File: src/sv/pscavg_pkg.sv
`timescale 1ns / 1ps

package pscavg_pkg;

    // window depth default
    localparam int WINDOW_DEPTH = 5;

    // field widths
    localparam int COUNT_W  = 14;
    localparam int GAIN_W   = 12;
    localparam int OFFSET_W = 24;
    localparam int STEP_W   = 11;
    localparam int PPROD_W  = COUNT_W + GAIN_W;
    localparam int TPROD_W  = STEP_W + GAIN_W;
    localparam int MAG_W    = 26;
    localparam int TEMP_W   = 25;
    localparam int MEAN_W   = 26;
    localparam int BYTE_W   = 8;

    // status bit that marks a bad frame
    localparam int STATUS_ERR_BIT = 6;

    // apb port
    localparam int APB_ADDR_W = 5;
    localparam int APB_DATA_W = 32;
    localparam int REG_IDX_W  = 3;

    // register reset values
    localparam logic [COUNT_W-1:0]  RST_COUNT_FLOOR     = 14'd1638;
    localparam logic [COUNT_W-1:0]  RST_COUNT_CEILING   = 14'd14746;
    localparam logic [GAIN_W-1:0]   RST_PRESSURE_GAIN   = 12'd789;
    localparam logic [OFFSET_W-1:0] RST_PRESSURE_OFFSET = 24'd1292800;
    localparam logic [GAIN_W-1:0]   RST_TEMP_GAIN       = 12'd977;
    localparam logic [OFFSET_W-1:0] RST_TEMP_OFFSET     = 24'd500000;

    typedef enum logic [REG_IDX_W-1:0] {
        REG_COUNT_FLOOR     = 3'd0,
        REG_COUNT_CEILING   = 3'd1,
        REG_PRESSURE_GAIN   = 3'd2,
        REG_PRESSURE_OFFSET = 3'd3,
        REG_TEMP_GAIN       = 3'd4,
        REG_TEMP_OFFSET     = 3'd5
    } t_reg_idx;

    typedef struct packed {
        logic [COUNT_W-1:0]  count_floor;
        logic [COUNT_W-1:0]  count_ceiling;
        logic [GAIN_W-1:0]   pressure_gain;
        logic [OFFSET_W-1:0] pressure_offset;
        logic [GAIN_W-1:0]   temp_gain;
        logic [OFFSET_W-1:0] temp_offset;
    } t_cfg;

    // per-stage load enables of the pipeline
    typedef struct packed {
        logic ld1;
        logic ld2;
        logic ld3;
        logic ld4;
    } t_pipe_ctl;

endpackage

File: src/sv/pscavg_window.sv
`timescale 1ns / 1ps

module pscavg_window #(
    parameter int WINDOW_DEPTH = pscavg_pkg::WINDOW_DEPTH
) (
    input  logic                                                       i_clk,
    input  logic                                                       i_rst_n,
    input  pscavg_pkg::t_pipe_ctl                                      i_ctl,
    input  logic [pscavg_pkg::MAG_W-1:0]                               i_mag,
    input  logic [pscavg_pkg::TEMP_W-1:0]                              i_temp,
    input  logic                                                       i_bad,
    output logic [pscavg_pkg::MAG_W+$clog2(WINDOW_DEPTH)-1:0]          o_sum,
    output logic [pscavg_pkg::TEMP_W-1:0]                              o_held,
    output logic                                                       o_bad
);

    localparam int SUM_W  = pscavg_pkg::MAG_W + $clog2(WINDOW_DEPTH);
    localparam int SLOT_W = (WINDOW_DEPTH > 1) ? $clog2(WINDOW_DEPTH) : 1;

    logic [pscavg_pkg::MAG_W-1:0]  r_ring [WINDOW_DEPTH];
    logic [SLOT_W-1:0]             r_slot;
    logic [SUM_W-1:0]              r_sum;
    logic [pscavg_pkg::TEMP_W-1:0] r_held;
    logic                          r_bad3;

    logic [SLOT_W-1:0] n_slot;
    logic [SUM_W-1:0]  n_sum;
    logic              upd;

    assign upd = i_ctl.ld3 & ~i_bad;

    always_comb begin
        n_slot = (r_slot == SLOT_W'(WINDOW_DEPTH - 1)) ? '0 : r_slot + 1'b1;
        // running sum: drop the overwritten entry, add the new one
        n_sum  = r_sum - SUM_W'(r_ring[r_slot]) + SUM_W'(i_mag);
    end

    always_ff @(posedge i_clk) begin
        if (!i_rst_n) begin
            for (int k = 0; k < WINDOW_DEPTH; k++) begin
                r_ring[k] <= '0;
            end
            r_slot <= '0;
            r_sum  <= '0;
            r_held <= '0;
        end else if (upd) begin
            r_ring[r_slot] <= i_mag;
            r_slot         <= n_slot;
            r_sum          <= n_sum;
            r_held         <= i_temp;
        end
    end

    always_ff @(posedge i_clk) begin
        if (i_ctl.ld3) begin
            r_bad3 <= i_bad;
        end
    end

    assign o_sum  = r_sum;
    assign o_held = r_held;
    assign o_bad  = r_bad3;

endmodule

File: config.mk
export PLATFORM = sky130hd
export DESIGN_NAME = pscavg_window
export DESIGN_NICKNAME = d
export VERILOG_FILES = /design/src/sv/pscavg_pkg.sv /design/src/sv/pscavg_window.sv
export SDC_FILE = /design/constraint.sdc
export NUM_CORES = 1
export LEC_CHECK = 0
export BUFFER_PORTS_ARGS = -buffer_cell sky130_fd_sc_hd__buf_2
export CORE_MARGIN = 1.5
export CORE_UTILIZATION = 27
export DETAILED_ROUTE_END_ITERATION = 10
export SYNTH_ARGS = -nofsm -noshare
export SYNTH_HDL_FRONTEND = slang
export SYNTH_SLANG_ARGS = --single-unit
File: constraint.sdc
create_clock -name i_clk -period 5.8 [get_ports i_clk]
set_input_delay 0.29 -clock i_clk [delete_from_list [all_inputs] [get_ports i_clk]]
set_output_delay 0.29 -clock i_clk [all_outputs]
set_load 0.01 [all_outputs]
* Word-level counts from Yosys, hierarchy flattened
Memory sizes are Yosys's and may differ from the RTL's. A register that Yosys moved wholly into a read port is not among the register bits.
Cells that the tools add are included.
** Word-level totals
- Memory bits (writable) :: 130
- Word-level logic and storage cells :: 22
- Input port bits :: 58
- Output and inout port bits :: 55
- Memories :: 1
- Flip-flop bits (word level) :: 58
** Memories
- r_ring :: depth 5, bits a word 26, read ports 1, clocked after memory_dff 1, write ports 5, line pscavg_window.sv:20 : logic [pscavg_pkg::MAG_W-1:0] r_ring [WINDOW_DEPTH];
** Cells by class
- Bitwise logic cells :: 2
- Reduce and logical (&&, ||, !) cells :: 1
- Eq/ne operators :: 1
- Add/subtract/negate cells :: 3
- Muxes and demuxes :: 10
** Operator list (number)
- $add A29 B26 Y29 :: 1
- $sub A29 B26 Y29 :: 1
- $mux W26 :: 1
- $reduce_or A26 Y1 :: 1
- $mux W3 :: 4
- $mux W1 :: 5
- $add A3 B1 Y3 const B :: 1
- $eq A3 B3 Y1 const B :: 1
- $and A1 B1 Y1 :: 1
- $not A1 Y1 :: 1

* Longest topological paths before layout
- Depth in word-level cells :: 7
- Mapped depth :: 17
- Depth with buffers taken out :: 15

* Worst setup path after synthesis
No wires, ideal clock.
- Path type :: flip-flop to flip-flop
- Start point :: reg with a tool-made name
- End point :: reg r_sum[26] (netlist: o_sum[26])
- Setup time :: 0.117 ns
- Data required time :: 5.683 ns
- Data arrival time :: 3.969 ns
- Stages on the path, launching flop included :: 15
- Slack :: 1.713 ns
- Period minus slack after synthesis :: 4.087 ns
- Buffers on the path :: 2
- Path through :: dfxtp_1 > clkbuf_1 > buf_2 > mux4_2 > mux2_2 > fa_1 > fa_1 > nand2b_1 > a21oi_2 > nor2_2 > o31ai_4 > o31ai_4 > nor4_2 > o21ai_1 > a32o_1
** RTL lines
- end signal, assigned :: line pscavg_window.sv:49 : r_sum <= n_sum;
- end, declared :: line pscavg_window.sv:22 : logic [SUM_W-1:0] r_sum;

==> run_results.csv <==
group,metric,value,unit
timing,drv_slew,0,
floorplanning,initial_core_util,27.5,%
cts,cts_resized,0,
global_routing,antenna_found_initial,2,
timing,setup_tns,0,ps
timing,finalHoldViolations,0,
worst_setup_path,critPathKind,"reg -> reg",
timing,tightest_slew,973,ps
worst_setup_path,worst-endpoint-arrival,5140,ps
flow_run,max-cap-violations,0,
logic_synthesis,synth-async-reset-ratio,0,%
worst_setup_path,crit_fanout,35,
logic_synthesis,synthCells,1080,
global_routing,grt_usage,14.1,%
floorplanning,dieHeight,226,µm
final_layout,fill_cells,4950,
logic_synthesis,syn-num-nets,1195,
floorplanning,rows,81,
logic_synthesis,ys.flop_type,"edfxtp_1",
logic_synthesis,syn_avg_cell_area,12.5,µm²
global_routing,grt_pass1_wl,55300,µm
timing,fin_crit_sh,80.8,%
placement,post-place-ws,1070,ps
cts,cts_buffers,30,
final_layout,num-nets-final,1339,
worst_setup_path,slowest_stage,"dfxtp_4",
timing,skew,26.3,ps
drt,ant_nets,0,
timing,holdWs,42.4,ps
worst_setup_path,worst-path-buf-inv,2,
cts,insertion_delay,580,ps
cts,holdBufCountCts,51,
placement,dpl.hpwl,22600,µm
timing,fmax,213,MHz
cts,cts_tree,"built",
logic_synthesis,seq_area_frac_synth,55.5,%
worst_setup_path,crit_path_max_incr_delay,850,ps
global_routing,grt_max_degree,86,
logic_synthesis,synth_edf_count,209,
final_layout,final_cell_mix,"209 x edfxtp_1, 110 x inv_1, 109 x buf_2",
final_layout,layoutNonFillerInstCount,1912,
worst_setup_path,crit_family,"compound AO/OA/AOI/OAI gates",
floorplanning,num_io_pins,113,
worst_setup_path,end_kind,"register",
pwr,power.density,355,nW/µm²
timing,relSlewSlack,35.1,%
final_layout,antennaDiodeCount,0,
drt,drt_iter0_drc,639,
cts,htreeDepth,1,
drt,wl_per_cell,18.7,µm
logic_synthesis,synth.distinct_cells,54,
drt,viasPerCell,4.75,
pwr,p_leak,6.03,nW
cts,cts_sinks,269,
cts,postCtsSetupBuffers,0,
worst_setup_path,start_kind,"register",
global_routing,grt_overflow,0,
pwr,ir_drop,0.252,mV
logic_synthesis,yosys_warnings,0,
floorplanning,die_w,226,µm
logic_synthesis,synth_area,13500,µm²
placement,dpl_cell_area,14800,µm²
drt,vias,9085,
worst_setup_path,worst-endpoint-required,6250,ps
placement,gp_congestion,0.821,
timing,rsz0062_at_grt,"false",
placement,dp.cells,1805,
drt,first_pass_iters,4,
drt,wirelength,35800,µm
drt,drc_errors,0,
final_layout,mostFrequentLayoutCell,"edfxtp_1",
placement,io_buffers,109,
status,status,"completed",
timing,min_period,4690,ps
floorplanning,die-area,51300,µm²
cts,path_clk_slew,60,ps
cts,cts-root-buf,"clkbuf_16",
final_layout,post-route-cell-area,16300,µm²
worst_setup_path,crit_chain,"buf_4, mux4_2, mux2_2, fa_1, inv_1, ha_1, a21oi_1, nor2b_1, o21ai_0, a31oi_1, a211o_1, o211ai_1, o311ai_1, mux2i_1",
timing,setup_viol,0,
timing,fin_ws,1110,ps
final_layout,areaGrowthSynthToFinish,20.7,%
logic_synthesis,synth-seq-cells,269,
final_layout,drive_gt1_share,22.8,%
cts,cts.path.max_buffers,3,
worst_setup_path,reg2reg_slack,1110,ps
floorplanning,design.core.area,49100,µm²
hold_path,hold_class,"in -> reg",
global_routing,grt_pass1_vias,9352,
## stage by stage
stage                     util [%]  total power, W
after floorplan                  -         0.00346
after global placement        30.1         0.00385
after detailed placement      30.1         0.00387
after CTS                     33.2         0.00583
after global routing          33.2         0.00611
final                         33.2         0.00578
## cells in the mapped netlist (25+ instances only)
cell type	number	area, µm²
a21boi_0	29	218
and2_1	51	319
clkbuf_1	60	225
dfxtp_1	60	1200
edfxtp_1	209	6280
fa_1	26	521
ha_1	31	388
inv_1	110	413
mux2_2	25	282
mux4_2	52	1170
nand2_1	108	405
nor4_1	99	619
o21ai_0	39	195
## where the power goes
part	internal, W	switching (W)
Sequential	0.00217	0.0000700
Combinational	0.000661	0.000954
Clock	0.00112	0.000794
Total	0.00396	0.00182
## area by class of cell
cell class / instances / area [µm²] / area share [%]
multi-input combinational: 627 / 5300 / 32.6
clock buffer: 39 / 815 / 5.01
timing repair buffer: 185 / 1240 / 7.64
sequential: 269 / 7490 / 46.0
inverter: 111 / 417 / 2.56
clock inverter: 17 / 181 / 1.11
tap: 664 / 831 / 5.11
## layer usage
metal  wire (µm)  global-route usage [%]  vias to the layer above  share of wire, %
met5          12                       0                        -             0.033
met4        1210                    5.01                        2               3.4
met3        1830                    2.27                       73               5.1
met2       17500                    24.0                      264                49
met1       15200                    18.2                     4502                43
li1            -                       -                     4244                 -
## registers in the layout (all words and copies together), names as in the netlist, named ones only
name	count
r_ring	208
o_sum	29
o_held	25
r_slot	3
o_bad	1
## path summary, 6_finish.rpt
check | from | end | cells after the start
worst max-delay path | register | o_sum[28] | 14
worst min-delay path | i_mag[0] | r_ring[6][0] | 1
worst max register to register | register | o_sum[28] | 14
worst min register to register | o_held[6] | o_held[6] | 2
## cell families (layout without fill, tap and decap cells)
group / after synthesis / in the layout / share of synthesized area, %
XOR/XNOR: 24 / 24 / 1.56
adder cells (fa/ha/maj): 57 / 57 / 6.74
AO/OA/AOI/OAI: 147 / 147 / 7.48
multiplexers: 79 / 79 / 10.9
buffers and inverters: 184 / 352 / 5.37
AND/OR/NAND/NOR: 320 / 320 / 12.5
flip-flops: 269 / 269 / 55.5
No activity file was read; power rests on OpenSTA's default activity.
