**src/sv/pscavg_pkg.sv**
```systemverilog
`timescale 1ns / 1ps

package pscavg_pkg;

    // window depth default
    localparam int WINDOW_DEPTH = 5;

    // field widths
    localparam int COUNT_W  = 14;
    localparam int GAIN_W   = 12;
    localparam int OFFSET_W = 24;
    localparam int STEP_W   = 11;
    localparam int PPROD_W  = COUNT_W + GAIN_W;
    localparam int TPROD_W  = STEP_W + GAIN_W;
    localparam int MAG_W    = 26;
    localparam int TEMP_W   = 25;
    localparam int MEAN_W   = 26;
    localparam int BYTE_W   = 8;

    // status bit that marks a bad frame
    localparam int STATUS_ERR_BIT = 6;

    // apb port
    localparam int APB_ADDR_W = 5;
    localparam int APB_DATA_W = 32;
    localparam int REG_IDX_W  = 3;

    // register reset values
    localparam logic [COUNT_W-1:0]  RST_COUNT_FLOOR     = 14'd1638;
    localparam logic [COUNT_W-1:0]  RST_COUNT_CEILING   = 14'd14746;
    localparam logic [GAIN_W-1:0]   RST_PRESSURE_GAIN   = 12'd789;
    localparam logic [OFFSET_W-1:0] RST_PRESSURE_OFFSET = 24'd1292800;
    localparam logic [GAIN_W-1:0]   RST_TEMP_GAIN       = 12'd977;
    localparam logic [OFFSET_W-1:0] RST_TEMP_OFFSET     = 24'd500000;

    typedef enum logic [REG_IDX_W-1:0] {
        REG_COUNT_FLOOR     = 3'd0,
        REG_COUNT_CEILING   = 3'd1,
        REG_PRESSURE_GAIN   = 3'd2,
        REG_PRESSURE_OFFSET = 3'd3,
        REG_TEMP_GAIN       = 3'd4,
        REG_TEMP_OFFSET     = 3'd5
    } t_reg_idx;

    typedef struct packed {
        logic [COUNT_W-1:0]  count_floor;
        logic [COUNT_W-1:0]  count_ceiling;
        logic [GAIN_W-1:0]   pressure_gain;
        logic [OFFSET_W-1:0] pressure_offset;
        logic [GAIN_W-1:0]   temp_gain;
        logic [OFFSET_W-1:0] temp_offset;
    } t_cfg;

    // per-stage load enables of the pipeline
    typedef struct packed {
        logic ld1;
        logic ld2;
        logic ld3;
        logic ld4;
    } t_pipe_ctl;

endpackage

```
**src/sv/pscavg_convert.sv**
```systemverilog
`timescale 1ns / 1ps

module pscavg_convert (
    input  logic                                i_clk,
    input  pscavg_pkg::t_pipe_ctl               i_ctl,
    input  pscavg_pkg::t_cfg                    i_cfg,
    input  logic [pscavg_pkg::BYTE_W-1:0]       i_status_pressure_high,
    input  logic [pscavg_pkg::BYTE_W-1:0]       i_pressure_low,
    input  logic [pscavg_pkg::BYTE_W-1:0]       i_temp_high,
    input  logic [pscavg_pkg::BYTE_W-1:0]       i_temp_low,
    output logic [pscavg_pkg::MAG_W-1:0]        o_mag,
    output logic [pscavg_pkg::TEMP_W-1:0]       o_temp,
    output logic                                o_bad
);

    logic [pscavg_pkg::COUNT_W-1:0] count;
    logic [pscavg_pkg::COUNT_W-1:0] count_lo;
    logic [pscavg_pkg::COUNT_W-1:0] count_clamp;
    logic [pscavg_pkg::STEP_W-1:0]  step;
    logic [pscavg_pkg::MAG_W-1:0]   off_ext;

    // stage 1: clamp and multiply
    logic [pscavg_pkg::PPROD_W-1:0] r_pprod;
    logic [pscavg_pkg::TPROD_W-1:0] r_tprod;
    logic                           r_bad1;

    // stage 2: offset and magnitude
    logic [pscavg_pkg::MAG_W-1:0]   r_mag;
    logic [pscavg_pkg::TEMP_W-1:0]  r_temp;
    logic                           r_bad2;

    assign count = {i_status_pressure_high[5:0], i_pressure_low};
    // floor first, ceiling second: ceiling wins on crossed limits
    assign count_lo    = (count <= i_cfg.count_floor) ? i_cfg.count_floor : count;
    assign count_clamp = (count_lo >= i_cfg.count_ceiling) ? i_cfg.count_ceiling : count_lo;
    // 16-bit word shifted right five
    assign step = {i_temp_high, i_temp_low[7:5]};

    always_ff @(posedge i_clk) begin
        if (i_ctl.ld1) begin
            r_pprod <= pscavg_pkg::PPROD_W'(count_clamp)
                     * pscavg_pkg::PPROD_W'(i_cfg.pressure_gain);
            r_tprod <= pscavg_pkg::TPROD_W'(step)
                     * pscavg_pkg::TPROD_W'(i_cfg.temp_gain);
            r_bad1  <= i_status_pressure_high[pscavg_pkg::STATUS_ERR_BIT];
        end
    end

    assign off_ext = pscavg_pkg::MAG_W'(i_cfg.pressure_offset);

    always_ff @(posedge i_clk) begin
        if (i_ctl.ld2) begin
            r_mag  <= (pscavg_pkg::MAG_W'(r_pprod) >= off_ext)
                    ? pscavg_pkg::MAG_W'(r_pprod) - off_ext
                    : off_ext - pscavg_pkg::MAG_W'(r_pprod);
            r_temp <= pscavg_pkg::TEMP_W'(r_tprod)
                    - pscavg_pkg::TEMP_W'(i_cfg.temp_offset);
            r_bad2 <= r_bad1;
        end
    end

    assign o_mag  = r_mag;
    assign o_temp = r_temp;
    assign o_bad  = r_bad2;

endmodule

```
**config.mk**
```make
export PLATFORM = sky130hd
export DESIGN_NAME = pscavg_convert
export DESIGN_NICKNAME = d
export VERILOG_FILES = /design/src/sv/pscavg_pkg.sv /design/src/sv/pscavg_convert.sv
export SDC_FILE = /design/constraint.sdc
export NUM_CORES = 1
export LEC_CHECK = 0
export BUFFER_PORTS_ARGS = -buffer_cell sky130_fd_sc_hd__buf_2
export CAP_MARGIN = 10
export CORE_ASPECT_RATIO = 1.75
export CORE_MARGIN = 2
export CORE_UTILIZATION = 35
export CTS_CLUSTER_SIZE = 24
export DETAILED_ROUTE_END_ITERATION = 10
export PLACE_DENSITY_LB_ADDON = 0.25
export SYNTH_ARGS = -nofsm -noshare
export SYNTH_HDL_FRONTEND = slang
export SYNTH_SLANG_ARGS = --single-unit
```
**constraint.sdc**
```tcl
create_clock -name i_clk -period 25.9 [get_ports i_clk]
set_input_delay 2.59 -clock i_clk [delete_from_list [all_inputs] [get_ports i_clk]]
set_output_delay 2.59 -clock i_clk [all_outputs]
set_load 0.03 [all_outputs]
```
# --- Word-level counts from Yosys, hierarchy flattened ---
# Cells that the tools add are included.
totals:
  reg_bits: 102
  in_bits: 137
  out_inout_bits: 52
  wordCells: 17
classes:
  addsub: 3
  multipliers: 2
  magnitude_cmp: 3
  mux: 3
op_table:
  columns: ["cell", "count"]
  rows:
  - ["14-bit two-way mux", 2]
  - ["26-bit by 24-bit greater-or-equal comparator with 1-bit output", 1]
  - ["14-bit by 12-bit multiplier with 26-bit output", 1]
  - ["26-bit two-way mux", 1]
  - ["24-bit by 26-bit subtractor with 26-bit output", 1]
  - ["26-bit by 24-bit subtractor with 26-bit output", 1]
  - ["23-bit by 24-bit subtractor with 25-bit output", 1]
  - ["11-bit by 12-bit multiplier with 23-bit output", 1]
  - ["14-bit greater-or-equal comparator", 1]
  - ["14-bit less-or-equal comparator", 1]

# --- Longest topological paths before layout ---
logic_depth:
  depth_word: 5
  ltp_mapped: 39
  mapped_depth_nobuf: 36

# --- Worst setup path before layout ---
# No wires, ideal clock.
synth_timing:
  path_type: "in2reg"
  from: "input port i_cfg[89] (netlist name)"
  to: "register r_pprod[25] (netlist name) (data pin)"
  setup_time_ps: 264
  t_arrival_ps: 10712
  t_required_ps: 25636
  setup_slack_ps: 14923
  path_stages: 35
  n_path_buf: 3
  path_cell_list: "inv_1 -> ha_1 -> a21o_1 -> a21o_1 -> a221oi_2 -> o221ai_2 -> o21a_4 -> buf_12 -> mux2_4 -> ha_1 -> a21o_1 -> a21o_1 -> a221o_1 -> clkbuf_1 -> or3_4 -> buf_6 -> and3_1 -> fa_1 -> inv_1 -> fa_1 -> inv_1 -> fa_1 -> fa_1 -> inv_1 -> fa_1 -> inv_1 -> ha_1 -> a21oi_1 -> o21bai_1 -> a41o_1 -> o311a_1 -> o21a_1 -> o21a_1 -> o41ai_2 -> xnor2_1"
synth_via:
  elab_chain_len: 5
synth_lines:
  columns: ["element", "line", "source"]
  rows:
  - ["start: declaration", "pscavg_convert.sv:6", "input pscavg_pkg::t_cfg i_cfg,"]
  - ["14-bit less-or-equal comparator", "pscavg_convert.sv:34", "assign count_lo = (count <= i_cfg.count_floor) ? i_cfg.count_floor : count;"]
  - ["14-bit two-way mux *", "pscavg_convert.sv:34", null]
  - ["14-bit greater-or-equal comparator", "pscavg_convert.sv:35", "assign count_clamp = (count_lo >= i_cfg.count_ceiling) ? i_cfg.count_ceiling : count_lo;"]
  - ["14-bit two-way mux *", "pscavg_convert.sv:35", null]
  - ["14-bit by 12-bit multiplier with 26-bit output *", "pscavg_convert.sv:42", "* pscavg_pkg::PPROD_W'(i_cfg.pressure_gain);"]
  - ["end signal: assignment", "pscavg_convert.sv:41", "r_pprod <= pscavg_pkg::PPROD_W'(count_clamp)"]
  - ["end: declaration", "pscavg_convert.sv:23", "logic [pscavg_pkg::PPROD_W-1:0] r_pprod;"]
# Mark *: on every way between the ends. The rest lies on a longest branch, timed or not.
# A chain may end at the register's enable or synchronous reset.

# --- Final worst setup path ---
# Ends and elaborated chain as after synthesis.

==> impl_metrics.csv <==
group,metric,value,unit
run_status,outcome,"complete, no violations",
finish,layout_commonest_cell,"inv_1",
job,maxCapViolCount,0,
worst_setup_path,start_kind,"input port",
worst_setup_path,crit_fanout,26,
worst_setup_path,max_stage_delay,0.66,ns
grt,grt_start_max_net_pins,53,
logic_synthesis,synth_edf_count,102,
die,start_util,0.3532,
die,io_pins,189,
cts,clock_latency,0.37,ns
sta,worst_slew_pin_slew,0.7680,ns
worst_setup_path,critPathSlowestCell,"o21a_1",
logic_synthesis,synth_cell_type_count,74,
worst_setup_path,crit_type,"in2reg",
route,wl,45.13,mm
placed_design,gp_congestion,0.8853,
cts,cts_setup_buffers,0,
grt,grt_pass1_vias,14415,
finish,area_delta_synth_final,9.643,%
die,rows,109,
worst_setup_path,critPathBufInv,5,
cts,cts_root_buf,"clkbuf_16",
die,dieArea,52680,um^2
sta,rsz0062_at_grt,"false",
sta,slew_violations,0,
sta,max_freq,0.08759,GHz
route,postRouteAntennaNets,0,
sta,period_minus_slack,11.42,ns
worst_setup_path,worstPathArrival,11.53,ns
cts,hold_buffers,0,
finish,antennaDiodeCount,0,
sta,skew,0.009128,ns
logic_synthesis,yosysSeqAreaShare,0.1723,
min_path,min-delay-path-class,"reg2reg",
die,core_area,50320,um^2
grt,antenna_found_initial,0,
route,routedWlPerCell,16.47,um
logic_synthesis,syn_inst,1954,
finish,final_cell_mix,"383 x inv_1, 224 x ha_1, 212 x fa_1",
worst_setup_path,critPathRequiredTime,26.01,ns
sta,setup_viol,0,
sta,setup_tns,0,ns
placed_design,numPortBuffers,180,
route,first_iter_violations,778,
logic_synthesis,syn_area,17780,um^2
logic_synthesis,async_reset_ff_frac,0,
finish,fin_nets,2643,
cts,clkTransAtPathRegs,0.08,ns
cts,cts.path.max_buffers,2,
placed_design,dp_hpwl,37.58,mm
logic_synthesis,ys_warn_count,0,
grt,groute.usage.overall,0.1722,
cts,cts_resized,0,
sta,slew_headroom,0.4878,
cts,cts_buffers,9,
grt,grt_pass1_wl,72.63,mm
logic_synthesis,synth_ff_type,"edfxtp_1",
worst_setup_path,critPathMostFrequentCell,"fa_1",
grt,grt_overflow_total,0,
logic_synthesis,synth_seq_cells,102,
cts,cts_tree,"yes",
cts,h-tree-depth,3,
die,fp.dieW,174.4,um
route,viasPerCell,5.066,
sta,period_share,0.4408,
cts,cts_sinks,102,
logic_synthesis,synth_area_per_cell,9.097,um^2
route,vias,13887,
sta,hold_viol,0,
die,die_h,302.1,um
worst_setup_path,path_delay_family,"compound AO/OA/AOI/OAI gates",
route,dr.pass1.iters,5,
logic_synthesis,synth_nets,2527,
finish,drive_gt1_frac,0.1224,
worst_setup_path,cp-end-kind,"register",
route,drc,0,
metrics by stage:
step / setup slack [ns] / cell area, um^2 / hold WS, ns / utilization / instances
final: 14.48 / 19490 / 0.4285 / 0.3873 / 2741
after global placement: 14.19 / 19170 / 0.4025 / 0.3809 / 2725
after global routing: 13.99 / 19490 / 0.4366 / 0.3873 / 2741
after CTS: 14.48 / 19490 / 0.4256 / 0.3873 / 2741
after detailed placement: 14.08 / 19170 / 0.4052 / 0.3809 / 2725
after floorplan: 14.92 / 17780 / 0.4003 / - / 1954
cells in the mapped netlist, drive strengths merged (3+ instances only):
master,count,area share
fa,212,0.24
nand3b,3,0.0013
o21ai,71,0.020
nor2,52,0.011
a221oi,3,0.0018
xnor2,63,0.031
and2,57,0.020
a41o,3,0.0017
clkbuf,63,0.013
ha,224,0.16
nand2,124,0.026
a211oi,12,0.0051
o31a,4,0.0020
nand3,123,0.035
o22ai,4,0.0014
o21bai,15,0.0063
mux2i,12,0.0068
o21a,23,0.010
or2,5,0.0018
or3,19,0.0087
nor3,16,0.0045
nand4,13,0.0049
edfxtp,102,0.17
o221ai,5,0.0028
xor2,16,0.0079
nor2b,13,0.0046
o211ai,10,0.0045
and3,72,0.026
mux2,14,0.011
a21o,34,0.014
buf,27,0.012
o41ai,4,0.0024
inv,383,0.081
a21oi,97,0.027
a31oi,15,0.0053
nand2b,8,0.0028
a221o,3,0.0017
kinds of logic after synthesis:
family	synth area share
flops	0.1723
compound gates	0.1187
xor+xnor	0.03892
fa+ha+maj	0.3964
buf+inv	0.1064
simple gates	0.1495
mux	0.01774
per-layer routing:
metal	track usage	up-vias	share of wire
met3	0.01483	76	0.032
met5	0	-	0
met1	0.1994	6764	0.41
li1	-	6710	-
met4	0.07263	0	0.035
met2	0.3231	337	0.53
state kept, by name, summed over array words and instances (netlist names):
signal / flops
r_pprod: 26
r_tprod: 23
o_temp: 25
o_mag: 26
r_bad1: 1
o_bad: 1
area by class of cell:
type                            instances  area (um^2)
Inverter                              383         1438
Fill cell                            5116        30830
Multi-Input combinational cell       1379        12820
Timing Repair Buffer                  195         1013
Clock inverter                          7        96.34
Tap cell                              666        833.3
Clock buffer                            9        225.2
Sequential cell                       102         3063
path summary, 6_finish.rpt:
path	cells after the start	slack (ns)	startpoint	end
setup reg to reg	11	22.27	r_pprod[0]	o_mag[4]
hold / removal	0	0.43	r_bad1	o_bad
hold reg to reg	0	0.43	r_bad1	o_bad
setup / recovery	33	14.48	i_cfg[89]	r_pprod[25]
Power is not shown: default switching activity piles up to over one toggle a cycle in this logic, so the estimate is an artifact.
