==> src/sv/pscavg_pkg.sv <==
`timescale 1ns / 1ps

package pscavg_pkg;

    // window depth default
    localparam int WINDOW_DEPTH = 5;

    // field widths
    localparam int COUNT_W  = 14;
    localparam int GAIN_W   = 12;
    localparam int OFFSET_W = 24;
    localparam int STEP_W   = 11;
    localparam int PPROD_W  = COUNT_W + GAIN_W;
    localparam int TPROD_W  = STEP_W + GAIN_W;
    localparam int MAG_W    = 26;
    localparam int TEMP_W   = 25;
    localparam int MEAN_W   = 26;
    localparam int BYTE_W   = 8;

    // status bit that marks a bad frame
    localparam int STATUS_ERR_BIT = 6;

    // apb port
    localparam int APB_ADDR_W = 5;
    localparam int APB_DATA_W = 32;
    localparam int REG_IDX_W  = 3;

    // register reset values
    localparam logic [COUNT_W-1:0]  RST_COUNT_FLOOR     = 14'd1638;
    localparam logic [COUNT_W-1:0]  RST_COUNT_CEILING   = 14'd14746;
    localparam logic [GAIN_W-1:0]   RST_PRESSURE_GAIN   = 12'd789;
    localparam logic [OFFSET_W-1:0] RST_PRESSURE_OFFSET = 24'd1292800;
    localparam logic [GAIN_W-1:0]   RST_TEMP_GAIN       = 12'd977;
    localparam logic [OFFSET_W-1:0] RST_TEMP_OFFSET     = 24'd500000;

    typedef enum logic [REG_IDX_W-1:0] {
        REG_COUNT_FLOOR     = 3'd0,
        REG_COUNT_CEILING   = 3'd1,
        REG_PRESSURE_GAIN   = 3'd2,
        REG_PRESSURE_OFFSET = 3'd3,
        REG_TEMP_GAIN       = 3'd4,
        REG_TEMP_OFFSET     = 3'd5
    } t_reg_idx;

    typedef struct packed {
        logic [COUNT_W-1:0]  count_floor;
        logic [COUNT_W-1:0]  count_ceiling;
        logic [GAIN_W-1:0]   pressure_gain;
        logic [OFFSET_W-1:0] pressure_offset;
        logic [GAIN_W-1:0]   temp_gain;
        logic [OFFSET_W-1:0] temp_offset;
    } t_cfg;

    // per-stage load enables of the pipeline
    typedef struct packed {
        logic ld1;
        logic ld2;
        logic ld3;
        logic ld4;
    } t_pipe_ctl;

endpackage

==> src/sv/pscavg_regs.sv <==
`timescale 1ns / 1ps

module pscavg_regs (
    input  logic                               i_clk,
    input  logic                               i_rst_n,
    input  logic                               psel,
    input  logic                               penable,
    input  logic                               pwrite,
    input  logic [pscavg_pkg::APB_ADDR_W-1:0]  paddr,
    input  logic [pscavg_pkg::APB_DATA_W-1:0]  pwdata,
    output logic [pscavg_pkg::APB_DATA_W-1:0]  prdata,
    output logic                               pready,
    output pscavg_pkg::t_cfg                   o_cfg
);

    pscavg_pkg::t_cfg r_cfg;
    pscavg_pkg::t_reg_idx idx;
    logic wr_en;

    assign idx    = pscavg_pkg::t_reg_idx'(paddr[pscavg_pkg::APB_ADDR_W-1:2]);
    assign wr_en  = psel & penable & pwrite & pready;
    assign pready = 1'b1;
    assign o_cfg  = r_cfg;

    always_ff @(posedge i_clk) begin
        if (!i_rst_n) begin
            r_cfg.count_floor     <= pscavg_pkg::RST_COUNT_FLOOR;
            r_cfg.count_ceiling   <= pscavg_pkg::RST_COUNT_CEILING;
            r_cfg.pressure_gain   <= pscavg_pkg::RST_PRESSURE_GAIN;
            r_cfg.pressure_offset <= pscavg_pkg::RST_PRESSURE_OFFSET;
            r_cfg.temp_gain       <= pscavg_pkg::RST_TEMP_GAIN;
            r_cfg.temp_offset     <= pscavg_pkg::RST_TEMP_OFFSET;
        end else if (wr_en) begin
            case (idx)
                pscavg_pkg::REG_COUNT_FLOOR:
                    r_cfg.count_floor <= pwdata[pscavg_pkg::COUNT_W-1:0];
                pscavg_pkg::REG_COUNT_CEILING:
                    r_cfg.count_ceiling <= pwdata[pscavg_pkg::COUNT_W-1:0];
                pscavg_pkg::REG_PRESSURE_GAIN:
                    r_cfg.pressure_gain <= pwdata[pscavg_pkg::GAIN_W-1:0];
                pscavg_pkg::REG_PRESSURE_OFFSET:
                    r_cfg.pressure_offset <= pwdata[pscavg_pkg::OFFSET_W-1:0];
                pscavg_pkg::REG_TEMP_GAIN:
                    r_cfg.temp_gain <= pwdata[pscavg_pkg::GAIN_W-1:0];
                pscavg_pkg::REG_TEMP_OFFSET:
                    r_cfg.temp_offset <= pwdata[pscavg_pkg::OFFSET_W-1:0];
                default: ;
            endcase
        end
    end

    always_comb begin
        case (idx)
            pscavg_pkg::REG_COUNT_FLOOR:
                prdata = pscavg_pkg::APB_DATA_W'(r_cfg.count_floor);
            pscavg_pkg::REG_COUNT_CEILING:
                prdata = pscavg_pkg::APB_DATA_W'(r_cfg.count_ceiling);
            pscavg_pkg::REG_PRESSURE_GAIN:
                prdata = pscavg_pkg::APB_DATA_W'(r_cfg.pressure_gain);
            pscavg_pkg::REG_PRESSURE_OFFSET:
                prdata = pscavg_pkg::APB_DATA_W'(r_cfg.pressure_offset);
            pscavg_pkg::REG_TEMP_GAIN:
                prdata = pscavg_pkg::APB_DATA_W'(r_cfg.temp_gain);
            pscavg_pkg::REG_TEMP_OFFSET:
                prdata = pscavg_pkg::APB_DATA_W'(r_cfg.temp_offset);
            default:
                prdata = '0;
        endcase
    end

endmodule

==> config.mk <==
export PLATFORM = sky130hd
export DESIGN_NAME = pscavg_regs
export DESIGN_NICKNAME = d
export VERILOG_FILES = /design/src/sv/pscavg_pkg.sv /design/src/sv/pscavg_regs.sv
export SDC_FILE = /design/constraint.sdc
export NUM_CORES = 1
export LEC_CHECK = 0
export ABC_AREA = 0
export BUFFER_PORTS_ARGS = -buffer_cell sky130_fd_sc_hd__buf_2
export CORE_MARGIN = 4
export CORE_UTILIZATION = 28
export DETAILED_ROUTE_END_ITERATION = 8
export HOLD_SLACK_MARGIN = 0.08
export PLACE_DENSITY_LB_ADDON = 0.1
export SLEW_MARGIN = 20
export SYNTH_ARGS = -nofsm -noshare
export SYNTH_HDL_FRONTEND = slang
export SYNTH_SLANG_ARGS = --single-unit
==> constraint.sdc <==
create_clock -name i_clk -period 2.31 [get_ports i_clk]
set_clock_uncertainty 0.2 [all_clocks]
set_input_delay 0.5775 -clock i_clk [delete_from_list [all_inputs] [get_ports i_clk]]
set_output_delay 0.5775 -clock i_clk [all_outputs]
set_load 0.005 [all_outputs]
# [Yosys cells after proc, flatten, opt, wreduce, memory -nomap -nowiden]
# Index checks and enable logic that the tools add are counted.
[word_totals] in_bits=42 reg_bits=100 output_inout_bits=133
[op_classes] n_eq_ne=5 mux=1 n_reduce_logical=7 bitwise=2
[op_table] cell="24-bit one-hot mux with 6 select lines" count=1
[op_table] cell="2-bit AND reduction" count=6
[op_table] cell="3-bit by 2-bit == test with 1-bit output (second input constant)" count=2
[op_table] cell="3-bit == test (second input constant)" count=2
[op_table] cell="3-bit by 1-bit == test with 1-bit output (second input constant)" count=1
[op_table] cell="3-bit logical NOT" count=1
[op_table] cell="1-bit AND" count=2

# [Depth between registers and ports, before layout]
[logic_depth] word_depth=3 depth_mapped=6 depth_no_buf=3

# [Least setup slack after synthesis]
# OpenSTA, ideal clock, no wires.
[synth_timing] path_type="input port to output port" from="input port paddr[2] (netlist bit)" to="output port prdata[1] (netlist bit)" path_stages=5 path_slack_ns=0.071 required_time_ns=1.532 arrival_time_ns=1.462 cell_sequence="buf_6 > buf_2 > mux2_2 > a32oi_1 > o211ai_1"
[synth_between] elab_chain_cells=2
[synth_lines] item="start, declared" line="pscavg_regs.sv:9" source="input logic [pscavg_pkg::APB_ADDR_W-1:0] paddr,"
[synth_lines] item="3-bit == test (tied with other cells)" line="pscavg_regs.sv:53" source="case (idx)"
[synth_lines] item="24-bit one-hot mux with 6 select lines *" line="pscavg_regs.sv:53"
[synth_lines] item="end, declared" line="pscavg_regs.sv:11" source="output logic [pscavg_pkg::APB_DATA_W-1:0] prdata,"
# Every way passes the cells marked *; elsewhere a longest branch is shown, timed or not.

# [Worst setup path after layout]
[layout_timing] from="input port paddr[2] (netlist bit)" to="output port prdata[6] (netlist bit)"
# Same word-level chain as after synthesis.

==> impl_metrics.csv <==
group,metric,value,unit
yosys,yosys_warnings,0,
hold_path,hold-path-endpoint,"o_cfg[82]$_SDFFE_PN0P_",
final_layout,layout-drive-gt1-share,0.4156,
sta,hold_slack,0.2716,ns
global_routing,grt_pass1_wl,27190,um
sta,setup_viol,7,
pwr,vdd_ir_drop_max,335.6,uV
clock_network,clk-insertion-delay-late,0.35,ns
placed_design,gp_congestion,0.8326,
sta,relSlewSlack,0.6087,
final_layout,layout_common_cells,"buf_2, dfxtp_1, nand3_1, nand2_1, mux2i_1",
setup_path,crit_path_end_kind,"output port",
setup_path,crit_arrival,1.60,ns
global_routing,overflow,0,
setup_path,worstReg2RegStart,"o_cfg[90]$_SDFFE_PN0P_",
die,core_area,16520,um2
yosys,syn_area,4720,um2
final_layout,insertedDiodeCount,0,
pwr,clkPwrFrac,0.409,
setup_path,required,1.53,ns
routing,viasPerCell,5.042,
die,start_util,0.2856,
clock_network,root_buffer,"clkbuf_16",
yosys,synth_area_leaders,"dfxtp_1, mux2i_1, nand3_1",
routing,drtIter0Drc,304,
die,io_pins,175,
routing,postRouteAntennaNets,0,
routing,wl_per_cell,19.81,um
global_routing,grt_max_degree,50,
yosys,synth-edff-count,0,
clock_network,clock_path_buffers,2,
global_routing,grt_pass1_vias,4649,
final_layout,fill_cells,1661,
outcome,violations,"negative setup slack",
setup_path,cp_max_fo,5,
setup_path,start_kind,"input port",
final_layout,layout_commonest_cell,"buf_2",
sta,timing_worst_slew_pin_value,0.5848,ns
routing,drc,0,
pwr,p_total,3.841,mW
setup_path,reg2reg_slack,1.41,ns
yosys,yosysTopAreaCell,"dfxtp_1",
yosys,seq_area_frac_synth,0.4242,
placed_design,place_hpwl,13080,um
die,die_w,137.8,um
sta,finalHoldViolations,0,
sta,clock.fmax,0.4199,GHz
yosys,avgSynthCellArea,8.888,um2
hold_path,hold_start,"o_cfg[82]$_SDFFE_PN0P_",
yosys,synth_top_area_share,0.4242,
pwr,p_sw,0.9734,mW
pwr,pwr_density_cell,567.3,nW/um2
pwr,power_frac_seq,0.457,
final_layout,final_cells,937,
die,rows,47,
flow_run,drv_cap,0,
clock_network,cts_sinks,100,
sta,setup_ws,-0.07152,ns
clock_network,cts_tree,"done",
final_layout,layout.nets,755,
die,die_h,137.8,um
sta,post-route-min-period,2.382,ns
yosys,synthCells,531,
global_routing,grt_antenna_before_repair,0,
hold_path,hold_depth,2,
pwr,p_comb_frac,0.134,
yosys,ys_seq_elements,100,
pwr,p_int,2.867,mW
setup_path,critPathKind,"input port to output port",
outcome,status,"finished, violations left",
hold_path,hold_class,"register to register",
pwr,leakage,2.982,nW
die,die_area,19000,um2
sta,drv_slew,0,
yosys,synth_cell_types,38,
sta,rsz0062_at_grt,"true",
placed_design,port_buffers,155,
setup_path,rr_endpoint,"o_cfg[90]$_SDFFE_PN0P_",
clock_network,cts_made_buffers,9,
final_layout,largest_reg_flops,100,
sta,period_share,1.031,
routing,routed_wl,18560,um
yosys,synth-main-ff-cell,"dfxtp_1",
routing,vias,4724,
placed_design,placed_cells,910,
final_layout,syn2layout_area_growth,43.45,%
routing,first_pass_iters,5,
pwr,swShare,0.2534,
setup_path,reg2reg_depth,2,
clock_network,path_clk_slew,0.07,ns
global_routing,grtUsageTotal,0.1919,
clock_network,h-tree-depth,3,
yosys,async_reset_ff_frac,0,
synth_stat cells, types with 2 or more instances:
cell,n
a21oi_1,2
a221o_1,2
a22oi_1,22
a32oi_1,2
and3_1,2
buf_2,18
buf_4,14
buf_6,4
clkbuf_1,18
conb_1,2
dfxtp_1,100
inv_1,4
mux2_2,17
mux2i_1,68
nand2_1,81
nand2_2,2
nand2_4,2
nand2b_1,3
nand3_1,82
nand4b_1,3
nor2_1,14
nor2_4,2
nor2b_1,4
o211ai_1,4
o21ai_0,43
o22ai_1,3
o32ai_1,2
logic make-up (layout without fill, tap and decap cells):
logic type      after synthesis  count (layout)  synth area share
flops                       100             100            0.4242
other cells                   2               9          0.001591
compound gates               82              82            0.1076
simple gates                202             202            0.2078
buf+inv                      59             238           0.06919
mux                          86              86            0.1896
metal layers:
| metal | global-route usage | share of wire | vias to the layer above |
|---|---|---|---|
| met5 | 0 | 0 | - |
| met4 | 0.06696 | 0.017 | 0 |
| met3 | 0.04456 | 0.071 | 19 |
| met2 | 0.3021 | 0.47 | 166 |
| met1 | 0.2578 | 0.44 | 2306 |
| li1 | - | - | 2233 |
power groups by stage:
| stage | logic (mW) | clock network [mW] | registers (mW) |
|---|---|---|---|
| finish | 0.517 | 1.57 | 1.75 |
| global route | 0.555 | 1.67 | 1.76 |
| CTS | 0.482 | 1.61 | 1.75 |
| detailed placement | 0.430 | 0 | 1.79 |
| global placement | 0.425 | 0 | 1.79 |
| floorplan | 0.220 | 0 | 1.79 |
worst max-delay path by stage:
| stage | start | end | slack [ns] | cells after the start |
|---|---|---|---|---|
| floorplan | paddr[2] | prdata[1] | 0.07 | 5 |
| global placement | paddr[3] | prdata[6] | -0.18 | 6 |
| detailed placement | paddr[2] | prdata[7] | -0.20 | 7 |
| CTS | paddr[2] | prdata[1] | -0.08 | 6 |
| global route | paddr[2] | prdata[1] | -0.11 | 6 |
| finish | paddr[2] | prdata[6] | -0.07 | 5 |
metrics by stage:
stage | area, um2 | TNS, ns | setup slack (ns) | utilization
floorplan | 4746 | 0 | 0.07095 | -
global placement | 6013 | -3.079 | -0.1763 | 0.3639
detailed placement | 6013 | -3.443 | -0.1955 | 0.3639
CTS | 6549 | -0.2763 | -0.08318 | 0.3963
global route | 6770 | -0.8046 | -0.1074 | 0.4097
finish | 6770 | -0.2569 | -0.07152 | 0.4097
layout make-up:
class / count / area [um2] / area share
multi-input cells: 379 / 2631 / 0.3887
flip-flops and latches: 100 / 2002 / 0.2957
repair buffers: 219 / 1541 / 0.2277
well taps: 220 / 275.3 / 0.04066
clock buffers: 11 / 252.7 / 0.03733
clock inverters: 4 / 48.80 / 0.007208
inverters: 4 / 18.77 / 0.002772
timing repair:
item                                    CTS  global route
setup buffers                             3             4
resized for setup                        34            36
gates cloned                              3             2
endpoints found under the setup margin   24            20
pin swaps                                 5            11
hold buffers                              0             0
critical path, stage by stage:
cell     delay, ns
buf_12        0.12
buf_12        0.14
mux2_2        0.34
a221o_1       0.30
buf_2         0.13
Note: power is estimated with default switching activity, not from simulation.
